`config.mk`:
```
export PLATFORM = sky130hd
export DESIGN_NAME = assoc_line_cache_directory
export DESIGN_NICKNAME = d
export VERILOG_FILES = /design/src/rtl/alcd_pkg.sv /design/src/rtl/alcd_cell.sv /design/src/rtl/assoc_line_cache_directory.sv
export SDC_FILE = /design/constraint.sdc
export NUM_CORES = 1
export LEC_CHECK = 0
export ABC_CLOCK_PERIOD_IN_PS = 3950
export BUFFER_PORTS_ARGS = -buffer_cell sky130_fd_sc_hd__buf_4
export CAP_MARGIN = 5
export CORE_MARGIN = 10
export CORE_UTILIZATION = 30
export CTS_BUF_LIST = sky130_fd_sc_hd__clkbuf_2 sky130_fd_sc_hd__clkbuf_4 sky130_fd_sc_hd__clkbuf_8
export DETAILED_ROUTE_END_ITERATION = 6
export GPL_ROUTABILITY_DRIVEN = 0
export GPL_TIMING_DRIVEN = 0
export PLACE_DENSITY = 0.53
export SLEW_MARGIN = 0
export SYNTH_ARGS = -nofsm -noshare
export SYNTH_HDL_FRONTEND = slang
export SYNTH_SLANG_ARGS = --single-unit
```
`constraint.sdc`:
```
create_clock -name clk -period 3.95 [get_ports clk]
set_input_delay 0.1975 -clock clk [delete_from_list [all_inputs] [get_ports clk]]
set_output_delay 0.1975 -clock clk [all_outputs]
set_load 0.05 [all_outputs]
```
`src/rtl/alcd_pkg.sv`:
```
package alcd_pkg;

    localparam int NUM_WAYS   = 16;
    localparam int LINE_BYTES = 256;

    localparam int ADDR_W    = 28;
    localparam int OFFSET_W  = $clog2(LINE_BYTES);
    localparam int LINE_W    = ADDR_W - OFFSET_W;
    localparam int WAY_W     = (NUM_WAYS > 1) ? $clog2(NUM_WAYS) : 1;
    localparam int KIND_W    = 2;
    localparam int WAY_OUT_W = 4;
    localparam int FILL_W    = 20;

    localparam logic [KIND_W-1:0] KIND_ACCESS     = 2'd0;
    localparam logic [KIND_W-1:0] KIND_REFRESH    = 2'd1;
    localparam logic [KIND_W-1:0] KIND_INVALIDATE = 2'd2;

    typedef enum logic [2:0] {
        CMD_NONE,
        CMD_HIT,
        CMD_FILL,
        CMD_REFRESH,
        CMD_INVAL
    } cmd_op_t;

    // Update broadcast to every cell; way-specific ops act only in the addressed cell.
    typedef struct packed {
        cmd_op_t             op;
        logic [WAY_W-1:0]    way;
        logic [LINE_W-1:0]   tag;
    } cmd_t;

    // Lookup word that walks down the chain, one cell per cycle.
    typedef struct packed {
        logic                active;
        logic [LINE_W-1:0]   line;
        logic                hit_found;
        logic [WAY_W-1:0]    hit_way;
        logic                inv_found;
        logic [WAY_W-1:0]    inv_way;
        logic                na_found;
        logic [WAY_W-1:0]    na_way;
    } probe_t;

endpackage

```
`src/rtl/alcd_cell.sv`:
```
module alcd_cell (
    input  logic                        clk,
    input  logic                        rst_n,
    input  logic [alcd_pkg::WAY_W-1:0]  cell_id,
    input  alcd_pkg::probe_t            up_probe,
    output alcd_pkg::probe_t            down_probe,
    input  alcd_pkg::cmd_t              cmd
);

    logic [alcd_pkg::LINE_W-1:0] tag_reg;
    logic [alcd_pkg::LINE_W-1:0] tag_next;
    logic                        valid_reg;
    logic                        valid_next;
    logic                        acc_reg;
    logic                        acc_next;
    alcd_pkg::probe_t            probe_reg;
    alcd_pkg::probe_t            probe_next;

    // Each cell records itself as the first hit, invalid or not-accessed way only
    // when no earlier cell has already claimed that slot.
    always_comb
    begin
        probe_next = up_probe;
        if (up_probe.active)
        begin
            if (!up_probe.hit_found && valid_reg && (tag_reg == up_probe.line))
            begin
                probe_next.hit_found = 1'b1;
                probe_next.hit_way   = cell_id;
            end
            if (!up_probe.inv_found && !valid_reg)
            begin
                probe_next.inv_found = 1'b1;
                probe_next.inv_way   = cell_id;
            end
            if (!up_probe.na_found && !acc_reg)
            begin
                probe_next.na_found = 1'b1;
                probe_next.na_way   = cell_id;
            end
        end
    end

    always_comb
    begin
        tag_next   = tag_reg;
        valid_next = valid_reg;
        acc_next   = acc_reg;
        case (cmd.op)
            alcd_pkg::CMD_HIT:
            begin
                if (cmd.way == cell_id)
                begin
                    acc_next = 1'b1;
                end
            end
            alcd_pkg::CMD_FILL:
            begin
                if (cmd.way == cell_id)
                begin
                    tag_next   = cmd.tag;
                    valid_next = 1'b1;
                    acc_next   = 1'b1;
                end
            end
            alcd_pkg::CMD_REFRESH:
            begin
                if (!acc_reg)
                begin
                    valid_next = 1'b0;
                    tag_next   = '0;
                end
                acc_next = 1'b0;
            end
            alcd_pkg::CMD_INVAL:
            begin
                tag_next   = '0;
                valid_next = 1'b0;
                acc_next   = 1'b0;
            end
            default:
            begin
                tag_next   = tag_reg;
            end
        endcase
    end

    always_ff @(posedge clk or negedge rst_n)
    begin
        if (!rst_n)
        begin
            tag_reg   <= '0;
            valid_reg <= 1'b0;
            acc_reg   <= 1'b0;
            probe_reg <= '0;
        end
        else
        begin
            tag_reg   <= tag_next;
            valid_reg <= valid_next;
            acc_reg   <= acc_next;
            probe_reg <= probe_next;
        end
    end

    assign down_probe = probe_reg;

endmodule

```
`src/rtl/assoc_line_cache_directory.sv`:
```
// Directory of a fully associative cache (16 ways of 256-byte lines, not-recently-used
// replacement), built as a chain of way cells. An access sends a lookup word down the
// chain one cell per cycle; at its end the way is picked and registered, and once the
// result register is free or being drained the chosen cell is updated and the result
// loaded. Refresh and invalidate update all cells at once; for them and the unused
// kind the result is loaded on acceptance. One item is in the block at a time; a new
// item is taken once the lookup is done and the result register is free or draining.
module assoc_line_cache_directory (
    input  logic                            clk,
    input  logic                            rst_n,
    input  logic                            in_valid,
    output logic                            in_ready,
    input  logic [alcd_pkg::KIND_W-1:0]     kind,
    input  logic [alcd_pkg::ADDR_W-1:0]     byte_address,
    output logic                            out_valid,
    input  logic                            out_ready,
    output logic                            hit,
    output logic [alcd_pkg::WAY_OUT_W-1:0]  way,
    output logic                            fill_needed,
    output logic [alcd_pkg::FILL_W-1:0]     fill_line
);

    typedef enum logic [1:0] {
        S_IDLE,
        S_SCAN,
        S_DONE
    } state_t;

    state_t                         state_reg;
    logic                           out_valid_reg;
    logic                           hit_reg;
    logic [alcd_pkg::WAY_OUT_W-1:0] way_reg;
    logic                           fill_needed_reg;
    logic [alcd_pkg::FILL_W-1:0]    fill_line_reg;
    logic                           res_hit_reg;
    logic [alcd_pkg::WAY_W-1:0]     res_way_reg;
    logic [alcd_pkg::LINE_W-1:0]    res_line_reg;

    alcd_pkg::probe_t               probe_w [0:alcd_pkg::NUM_WAYS];
    logic [alcd_pkg::NUM_WAYS:0]    act_vec;
    alcd_pkg::probe_t               last_probe;
    alcd_pkg::cmd_t                 cmd;
    logic                           out_free;
    logic                           accept;
    logic                           out_load;
    logic [alcd_pkg::WAY_W-1:0]     victim;

    assign out_free = !out_valid_reg || out_ready;
    assign in_ready = (state_reg == S_IDLE) && out_free;
    assign accept   = in_valid && in_ready;
    assign out_load = (accept && (kind != alcd_pkg::KIND_ACCESS))
                   || ((state_reg == S_DONE) && out_free);

    always_comb
    begin
        probe_w[0]        = '0;
        probe_w[0].active = accept && (kind == alcd_pkg::KIND_ACCESS);
        probe_w[0].line   = byte_address[alcd_pkg::ADDR_W-1:alcd_pkg::OFFSET_W];
    end

    genvar gi;
    generate
        for (gi = 0; gi < alcd_pkg::NUM_WAYS; gi++)
        begin : g_cell
            alcd_cell u_cell (
                .clk        (clk),
                .rst_n      (rst_n),
                .cell_id    (alcd_pkg::WAY_W'(gi)),
                .up_probe   (probe_w[gi]),
                .down_probe (probe_w[gi+1]),
                .cmd        (cmd)
            );
        end
        for (gi = 0; gi <= alcd_pkg::NUM_WAYS; gi++)
        begin : g_act
            assign act_vec[gi] = probe_w[gi].active;
        end
    endgenerate

    assign last_probe = probe_w[alcd_pkg::NUM_WAYS];

    // Victim order: first invalid way, then first way not accessed, else way 0.
    always_comb
    begin
        if (last_probe.inv_found)
        begin
            victim = last_probe.inv_way;
        end
        else if (last_probe.na_found)
        begin
            victim = last_probe.na_way;
        end
        else
        begin
            victim = '0;
        end
    end

    always_comb
    begin
        cmd = '0;
        if ((state_reg == S_DONE) && out_free)
        begin
            cmd.op  = res_hit_reg ? alcd_pkg::CMD_HIT : alcd_pkg::CMD_FILL;
            cmd.way = res_way_reg;
            cmd.tag = res_line_reg;
        end
        else if (accept)
        begin
            case (kind)
                alcd_pkg::KIND_REFRESH:    cmd.op = alcd_pkg::CMD_REFRESH;
                alcd_pkg::KIND_INVALIDATE: cmd.op = alcd_pkg::CMD_INVAL;
                default:                   cmd.op = alcd_pkg::CMD_NONE;
            endcase
        end
    end

    always_ff @(posedge clk or negedge rst_n)
    begin
        if (!rst_n)
        begin
            state_reg       <= S_IDLE;
            out_valid_reg   <= 1'b0;
            hit_reg         <= 1'b0;
            way_reg         <= '0;
            fill_needed_reg <= 1'b0;
            fill_line_reg   <= '0;
            res_hit_reg     <= 1'b0;
            res_way_reg     <= '0;
            res_line_reg    <= '0;
        end
        else
        begin
            if (out_valid_reg && out_ready && !out_load)
            begin
                out_valid_reg <= 1'b0;
            end
            case (state_reg)
                S_IDLE:
                begin
                    if (accept)
                    begin
                        if (kind == alcd_pkg::KIND_ACCESS)
                        begin
                            state_reg <= S_SCAN;
                        end
                        else
                        begin
                            out_valid_reg   <= 1'b1;
                            hit_reg         <= 1'b0;
                            way_reg         <= '0;
                            fill_needed_reg <= 1'b0;
                            fill_line_reg   <= '0;
                        end
                    end
                end
                S_SCAN:
                begin
                    if (last_probe.active)
                    begin
                        res_hit_reg  <= last_probe.hit_found;
                        res_way_reg  <= last_probe.hit_found ? last_probe.hit_way : victim;
                        res_line_reg <= last_probe.line;
                        state_reg    <= S_DONE;
                    end
                end
                S_DONE:
                begin
                    if (out_free)
                    begin
                        out_valid_reg   <= 1'b1;
                        hit_reg         <= res_hit_reg;
                        way_reg         <= alcd_pkg::WAY_OUT_W'(res_way_reg);
                        fill_needed_reg <= !res_hit_reg;
                        fill_line_reg   <= res_hit_reg ? '0 : alcd_pkg::FILL_W'(res_line_reg);
                        state_reg       <= S_IDLE;
                    end
                end
                default:
                begin
                    state_reg <= S_IDLE;
                end
            endcase
        end
    end

    assign out_valid   = out_valid_reg;
    assign hit         = hit_reg;
    assign way         = way_reg;
    assign fill_needed = fill_needed_reg;
    assign fill_line   = fill_line_reg;

    // Only one lookup word may travel the chain at a time.
    a_single_probe: assert property (@(posedge clk) disable iff (!rst_n)
        $onehot0(act_vec))
        else $error("more than one lookup word in the cell chain");

    // The lookup word leaves the chain only while the controller waits for it.
    a_probe_in_scan: assert property (@(posedge clk) disable iff (!rst_n)
        last_probe.active |-> (state_reg == S_SCAN))
        else $error("lookup word finished outside the scan state");

    // Every update of the cells goes together with a result entering the output register.
    a_cmd_gives_result: assert property (@(posedge clk) disable iff (!rst_n)
        (cmd.op != alcd_pkg::CMD_NONE) |=> out_valid_reg)
        else $error("cell update without a result word");

endmodule

```
# [Word level (Yosys, flattened, before mapping)]
# Cells that the tools add are included.
[op_classes] multipliers=0 bitwise=0 add_sub_neg=0 mux=209 n_reduce_logical=192 eq_ne=92 magnitude_cmp=0 shift=0 div=0
[op_table] operator="case mux 20 bit (3 select lines)" n=16
[op_table] operator="2-to-1 mux 20 bit" n=36
[op_table] operator="equality test 20 bit" n=16
[op_table] operator="2-to-1 mux 15 bit" n=16
[op_table] operator="2-to-1 mux 5 bit" n=48
[op_table] operator="zero test 1 bit" n=78
[op_table] operator="logical AND 1 bit" n=68
[op_table] operator="!= test 2 x 1 -> 1 bit (second input constant)" n=34
[op_table] operator="case mux 1 bit (3 select lines)" n=16
[op_table] operator="AND reduction 3 bit" n=16
[op_table] operator="2-to-1 mux 1 bit" n=40
[op_table] operator="case mux 20 bit (2 select lines)" n=1
[op_table] operator="!= test 2 bit (second input constant)" n=19
[op_table] operator="case mux 1 bit (2 select lines)" n=19
[op_table] operator="AND reduction 2 bit" n=17
[op_table] operator="equality test 4 bit (second input constant)" n=8
[op_table] operator="2-to-1 mux 24 bit" n=1
[op_table] operator="2-to-1 mux 4 bit" n=6
[op_table] operator="equality test 4 x 3 -> 1 bit (second input constant)" n=4
[op_table] operator="2-to-1 mux 2 bit" n=5
[op_table] operator="equality test 4 x 2 -> 1 bit (second input constant)" n=2
[op_table] operator="case mux 4 bit (2 select lines)" n=1
[op_table] operator="AND reduction 4 bit" n=2
[op_table] operator="equality test 3 x 2 -> 1 bit (second input constant)" n=2
[op_table] operator="other kinds (14)" n=22
[totals] romBits=0 output_inout_bits=28 register_bits=982 latch_bits=0 mem_bits_rw=0 memories=0 elab_cells=678 in_bits=34

# [Longest topological paths before layout]
[depth] ltp_word=12 mapped_depth=9 mapped_depth_nobuf=5

# [Modules after synthesis]
# From an unflattened synthesis, not the netlist that was laid out.
[unflattened] cells_unflattened=2646 area_unflattened_um2=37317.0
[modules_own_cells] mod="alcd_cell" seq_area_each_um2=1451.4 area_each_um2=2178.3 n_inst=16 cells_each=151
[modules_own_cells] mod="assoc_line_cache_directory" seq_area_each_um2=1351.3 area_each_um2=2463.6 n_inst=1 cells_each=230

# [Worst setup path after synthesis]
# Ideal clock, no wire load.
[synth_timing] kind="register to register" startpoint="register out_valid_reg, in the netlist out_valid" endpoint="register g_cell[2].u_cell.tag_reg[0] (netlist bit)" arrival_time_ps=2365 path_buffers=2 t_required_ps=3825 path_slack_ps=1460 period_less_slack_ps=2490 path_stages_with_launch=8 cell_sequence="dfrtp_1 nor2b_1 clkbuf_1 nor3_2 nor2_1 a221oi_1 buf_2 mux2_2"
[synth_via] elab_chain_cells=9
[synth_lines] item="from (decl)" line_no="assoc_line_cache_directory.sv:30" rtl="logic out_valid_reg;"
[synth_lines] item="from (signal assigned)" line_no="assoc_line_cache_directory.sv:123" rtl="out_valid_reg <= 1'b0;"
[synth_lines] item="from (signal assigned)" line_no="assoc_line_cache_directory.sv:136" rtl="out_valid_reg <= 1'b0;"
[synth_lines] item="from (signal assigned)" line_no="assoc_line_cache_directory.sv:149" rtl="out_valid_reg <= 1'b1;"
[synth_lines] item="zero test 1 bit *" line_no="assoc_line_cache_directory.sv:48" rtl="assign out_free = !out_valid_reg || out_ready;"
[synth_lines] item="logical OR 1 bit *" line_no="assoc_line_cache_directory.sv:48"
[synth_lines] item="logical AND 1 bit" line_no="assoc_line_cache_directory.sv:49" rtl="assign in_ready = (state_reg == S_IDLE) && out_free;"
[synth_lines] item="logical AND 1 bit" line_no="assoc_line_cache_directory.sv:50" rtl="assign accept = in_valid && in_ready;"
[synth_lines] item="2-to-1 mux 3 bit" line_no="assoc_line_cache_directory.sv:108" rtl="else if (accept)"
[synth_lines] item="2-to-1 mux 3 bit" line_no="assoc_line_cache_directory.sv:102" rtl="if ((state_reg == S_DONE) && out_free)"
[synth_lines] item="equality test 3 x 2 -> 1 bit or equality test 3 bit (tied branches)" line_no="alcd_cell.sv:49" rtl="case (cmd.op)"
[synth_lines] item="!= test 2 bit (no line) (tied with other cells)"
[synth_lines] item="AND reduction 3 bit (no line)"
[synth_lines] item="to (signal assigned)" line_no="alcd_cell.sv:99" rtl="tag_reg <= tag_next;"
[synth_lines] item="to (decl)" line_no="alcd_cell.sv:10" rtl="logic [alcd_pkg::LINE_W-1:0] tag_reg;"
# Mark *: on every way between the ends. The rest lies on a longest branch, timed or not. The select of a mux whose other input is x is not followed.
# A chain may end at the register's enable or synchronous reset.

# [Worst setup path after layout]
[layout_timing] startpoint="register out_valid_reg, in the netlist out_valid" endpoint="register g_cell[0].u_cell.tag_reg[17] (netlist bit)"
[layout_via] elab_chain_cells=9
[layout_lines] item="zero test 1 bit *" line_no="assoc_line_cache_directory.sv:48"
[layout_lines] item="logical OR 1 bit *" line_no="assoc_line_cache_directory.sv:48"
[layout_lines] item="logical AND 1 bit" line_no="assoc_line_cache_directory.sv:49"
[layout_lines] item="logical AND 1 bit" line_no="assoc_line_cache_directory.sv:50"
[layout_lines] item="2-to-1 mux 3 bit" line_no="assoc_line_cache_directory.sv:108"
[layout_lines] item="2-to-1 mux 3 bit" line_no="assoc_line_cache_directory.sv:102"
[layout_lines] item="equality test 3 x 2 -> 1 bit or equality test 3 bit (tied branches)" line_no="alcd_cell.sv:49"
[layout_lines] item="!= test 2 bit (no line) (tied with other cells)"
[layout_lines] item="AND reduction 3 bit (no line)"
[layout_lines] item="to (signal assigned)" line_no="alcd_cell.sv:99"
[layout_lines] item="to (decl)" line_no="alcd_cell.sv:10"
# Marks and branches as above.

==> run_summary.xml <==
<?xml version="1.0" encoding="UTF-8"?>
<metrics>
  <group name="cts">
    <metric name="cts-root-buf" unit="">sky130_fd_sc_hd__clkbuf_8</metric>
    <metric name="worst_skew_pair.late_latency" unit="ns">0.81</metric>
    <metric name="cts_tree" unit="">yes</metric>
    <metric name="post_cts.resized_instances" unit="">0</metric>
    <metric name="clk_transition_reported_paths" unit="ns">0.06</metric>
    <metric name="clock_sinks" unit="">937</metric>
    <metric name="cts.htree.levels" unit="">4</metric>
    <metric name="cts_made_buffers" unit="">146</metric>
    <metric name="max-clock-path-buffers" unit="">3</metric>
  </group>
  <group name="critical_path">
    <metric name="timing.setup.critical_path_class" unit="">flip-flop to flip-flop</metric>
    <metric name="worst_ep_required_time" unit="ns">4.64</metric>
    <metric name="timing.critical_path.arrival" unit="ns">4.27</metric>
    <metric name="reg2reg_launch_point" unit="">out_valid</metric>
    <metric name="worstSetupStartpoint" unit="">out_valid</metric>
    <metric name="path_max_fanout" unit="">11</metric>
    <metric name="worstSetupStartpointType" unit="">flip-flop</metric>
    <metric name="cp-end-kind" unit="">flip-flop</metric>
  </group>
  <group name="yosys">
    <metric name="yosys_register_bits" unit="">937</metric>
    <metric name="yosys.area_share.simple" unit="%">10.4</metric>
    <metric name="synthesis.area" unit="um^2">34200</metric>
    <metric name="ys_async_rst_share" unit="%">100</metric>
    <metric name="netlist-cell-type-count" unit="">44</metric>
    <metric name="yosysWarnings" unit="">0</metric>
    <metric name="mappedNetlistNets" unit="">2537</metric>
    <metric name="synth_top_area_share" unit="%">68.7</metric>
    <metric name="synthXorXnorAreaFrac" unit="%">8.23</metric>
    <metric name="postSynthAreaPerCell" unit="um^2">13.6</metric>
    <metric name="synthTopCellsByArea" unit="">sky130_fd_sc_hd__dfrtp_1 69%, sky130_fd_sc_hd__mux2_2 6.1%, sky130_fd_sc_hd__xnor2_1 5.9%, sky130_fd_sc_hd__xor2_1 2.4%, sky130_fd_sc_hd__o21ai_0 2.2%</metric>
    <metric name="synth_top_area_cell" unit="">sky130_fd_sc_hd__dfrtp_1</metric>
    <metric name="synth-adder-area-share" unit="%">0</metric>
    <metric name="synth-edff-count" unit="">0</metric>
    <metric name="synth_compound_gate_area_share" unit="%">5.18</metric>
    <metric name="synth_top_family_by_area" unit="">simple AND/OR/NAND/NOR gates</metric>
    <metric name="ys_seq_area_share" unit="%">68.7</metric>
    <metric name="synth_mux_area_share" unit="%">6.10</metric>
    <metric name="ys_dominant_reg_cell" unit="">sky130_fd_sc_hd__dfrtp_1</metric>
    <metric name="synth_cells" unit="">2503</metric>
  </group>
  <group name="global_routing">
    <metric name="gr-total-overflow" unit="">0</metric>
    <metric name="first_global_vias" unit="">20200</metric>
    <metric name="antenna_violations_before_repair" unit="">17</metric>
    <metric name="global_route.usage.total" unit="%">13.8</metric>
    <metric name="grt_max_degree" unit="">127</metric>
    <metric name="grt_first_pass_wirelength" unit="mm">130</metric>
  </group>
  <group name="placed_design">
    <metric name="io_buffers" unit="">51</metric>
    <metric name="detailedPlacementHpwl" unit="mm">64.3</metric>
  </group>
  <group name="power_and_ir_drop">
    <metric name="totalPowerFinal" unit="mW">21.9</metric>
    <metric name="power.density" unit="nW/um^2">546</metric>
    <metric name="p_leak" unit="nW">18.5</metric>
    <metric name="peakVddDrop" unit="V">0.000272</metric>
  </group>
  <group name="routing">
    <metric name="residual_drc_count" unit="">0</metric>
    <metric name="drt-pass1-iter-count" unit="">5</metric>
    <metric name="ant_nets" unit="">0</metric>
    <metric name="average_wire_per_standard_cell" unit="um">20.0</metric>
    <metric name="drt-total-wl" unit="mm">87.3</metric>
    <metric name="routed_via_density" unit="">4.44</metric>
    <metric name="via_count" unit="">19400</metric>
    <metric name="count_of_routing_violations_after_the_opening_detailed_route_iteration" unit="">1216</metric>
  </group>
  <group name="cells_and_area">
    <metric name="area_growth_syn_to_layout" unit="%">17.3</metric>
    <metric name="layout.core_utilization" unit="%">35.5</metric>
    <metric name="proportion_of_layout_cells_with_a_drive_suffix_above_1" unit="%">23.0</metric>
    <metric name="fin_nets" unit="">2777</metric>
    <metric name="largest_register_ffs" unit="">531</metric>
    <metric name="n_fill_cell" unit="">11000</metric>
  </group>
  <group name="sta">
    <metric name="setup_repair_after_global_routing_missed_its_margin" unit="">false</metric>
    <metric name="post_route_setup_tns" unit="ns">0</metric>
    <metric name="max_freq" unit="MHz">280</metric>
    <metric name="hold_violations" unit="">0</metric>
    <metric name="fin_worst_hold_slack" unit="ns">0.0718</metric>
    <metric name="max_slew.worst_pin.slew" unit="ns">1.31</metric>
    <metric name="final_min_period_over_clock_period" unit="%">90.6</metric>
    <metric name="period_minus_slack" unit="ns">3.58</metric>
    <metric name="final-max-slew-violation-count" unit="">0</metric>
    <metric name="report.final.setup_viol" unit="">0</metric>
    <metric name="worst_slew_margin_rel" unit="%">12.8</metric>
    <metric name="worst_clock_skew" unit="ns">0.0373</metric>
  </group>
  <group name="die">
    <metric name="core-area" unit="um^2">113000</metric>
    <metric name="die_area" unit="um^2">128000</metric>
    <metric name="chipHeight" unit="um">357</metric>
    <metric name="start_util" unit="%">30.3</metric>
    <metric name="io_pins" unit="">62</metric>
    <metric name="floorplan.rows" unit="">123</metric>
    <metric name="die_width" unit="um">357</metric>
  </group>
  <group name="status">
    <metric name="status" unit="">completed</metric>
  </group>
  <group name="hold_path">
    <metric name="hold_path_startpoint" unit="">byte_address[19]</metric>
    <metric name="worst_hold_path_type" unit="">input port to flip-flop</metric>
  </group>
  <group name="job">
    <metric name="max_cap_violation_count" unit="">0</metric>
  </group>
</metrics>
## critical path, cell delays in order, from the launching register on
cell                       delay, ns
sky130_fd_sc_hd__dfrtp_1        0.48
sky130_fd_sc_hd__nand2b_1       0.23
sky130_fd_sc_hd__clkbuf_1       0.58
sky130_fd_sc_hd__clkbuf_1       0.56
sky130_fd_sc_hd__nand3_1        1.00
sky130_fd_sc_hd__nor2_1         0.32
sky130_fd_sc_hd__a21oi_1        0.08
sky130_fd_sc_hd__o221ai_2       0.17
## where the power goes
group | leakage [nW] | switching [mW] | internal (mW) | total [mW]
sequential | 12.2 | 0.572 | 10.4 | 11.0
clock | 1.63 | 3.81 | 4.60 | 8.41
combinational | 4.63 | 1.49 | 0.978 | 2.47
## synth_stat cells, types with 2 or more instances
cell type                     n
sky130_fd_sc_hd__or2_2      100
sky130_fd_sc_hd__mux2_2     185
sky130_fd_sc_hd__nand3_1     28
sky130_fd_sc_hd__nand2b_1    62
sky130_fd_sc_hd__nor2b_1     56
sky130_fd_sc_hd__inv_1        6
sky130_fd_sc_hd__o21ai_0    147
sky130_fd_sc_hd__nand2_1    193
sky130_fd_sc_hd__o2bb2ai_1    5
sky130_fd_sc_hd__nor2_1      74
sky130_fd_sc_hd__xnor2_1    229
sky130_fd_sc_hd__a221oi_1     3
sky130_fd_sc_hd__or4_1       17
sky130_fd_sc_hd__a21o_1       9
sky130_fd_sc_hd__xor2_1      92
sky130_fd_sc_hd__and3_1      24
sky130_fd_sc_hd__nand3b_1     3
sky130_fd_sc_hd__buf_1        4
sky130_fd_sc_hd__a21oi_1     43
sky130_fd_sc_hd__nor3b_1      2
sky130_fd_sc_hd__nand4_1     65
sky130_fd_sc_hd__a22oi_1      3
sky130_fd_sc_hd__clkbuf_1    79
sky130_fd_sc_hd__nor4_1      39
sky130_fd_sc_hd__buf_2       24
sky130_fd_sc_hd__dfrtp_1    937
sky130_fd_sc_hd__a22o_1      33
sky130_fd_sc_hd__o21a_1       4
sky130_fd_sc_hd__o221ai_2    20
sky130_fd_sc_hd__buf_6        3
## final cells by class
type | count | area (um^2) | share of cell area (%)
repair buffers | 92 | 976 | 2.44
inverters | 6 | 22.5 | 0.0562
multi-input cells | 1450 | 10200 | 25.5
plain buffers | 110 | 465 | 1.16
clock buffers | 230 | 2840 | 7.09
well taps | 1500 | 1880 | 4.68
diodes | 3 | 7.51 | 0.0187
flip-flops and latches | 937 | 23400 | 58.5
clock inverters | 28 | 216 | 0.540
## worst paths after layout
| check | cells after the start | slack [ns] | end |
|---|---|---|---|
| max in group asynchronous | 9 | 0.64 | g_cell[3].u_cell.down_probe[28] |
| worst max register to register | 7 | 0.37 | g_cell[0].u_cell.tag_reg[17] |
| worst min register to register | 0 | 0.37 | g_cell[8].u_cell.down_probe[28] |
| worst max-delay path | 7 | 0.37 | g_cell[0].u_cell.tag_reg[17] |
| min in group asynchronous | 3 | 0.42 | res_line_reg[5] |
| worst min-delay path | 2 | 0.07 | g_cell[0].u_cell.down_probe[26] |
## what timing repair did
| action | 4_1_cts | 5_1_grt |
|---|---|---|
| hold endpoints to repair | 202 | 0 |
| hold buffers | 32 | 0 |
| setup buffers | 0 | 0 |
| setup endpoints to repair | 0 | 0 |
## logic make-up (layout without fill, tap and decap cells)
| logic type | Yosys count | count (layout) |
|---|---|---|
| XOR/XNOR | 321 | 321 |
| AO/OA/AOI/OAI | 272 | 272 |
| multiplexers | 185 | 185 |
| other | 0 | 3 |
| flip-flops | 937 | 937 |
| buffers and inverters | 116 | 466 |
| AND/OR/NAND/NOR | 672 | 672 |
## per-layer routing
layer	wire length (um)	vias to the layer above	global-route usage [%]	part of all wire, %
met3	4080	162	2.88	4.7
met1	38700	9779	17.9	44
li1	-	8961	-	-
met5	0	-	0	0
met2	41400	459	22.4	47
met4	3050	0	5.78	3.5
## metrics by stage
step                      cells  setup WS (ns)  instance area [um^2]
after floorplan            2503           1.46                 34200
after CTS                  4353          0.412                 40100
after detailed placement   4063          0.450                 36700
after global placement     4054          -8.41                 36400
after global routing       4354          0.133                 40100
final                      4356          0.373                 40100
## layout by cell type (no fill, tap or decap), drive strengths merged, types with 9 or more instances in the layout
master / n
dfrtp: 937
clkbuf: 309
xnor2: 229
nand2: 193
mux2: 185
o21ai: 148
or2: 102
xor2: 92
buf: 92
nor2: 74
nand4: 65
nand2b: 62
nor2b: 56
a21oi: 43
nor4: 40
a22o: 33
dlygate4sd3: 31
nand3: 28
and3: 24
o221ai: 21
or4: 17
clkinv: 16
inv: 14
a21o: 9
(Power assumes the default switching activity.)
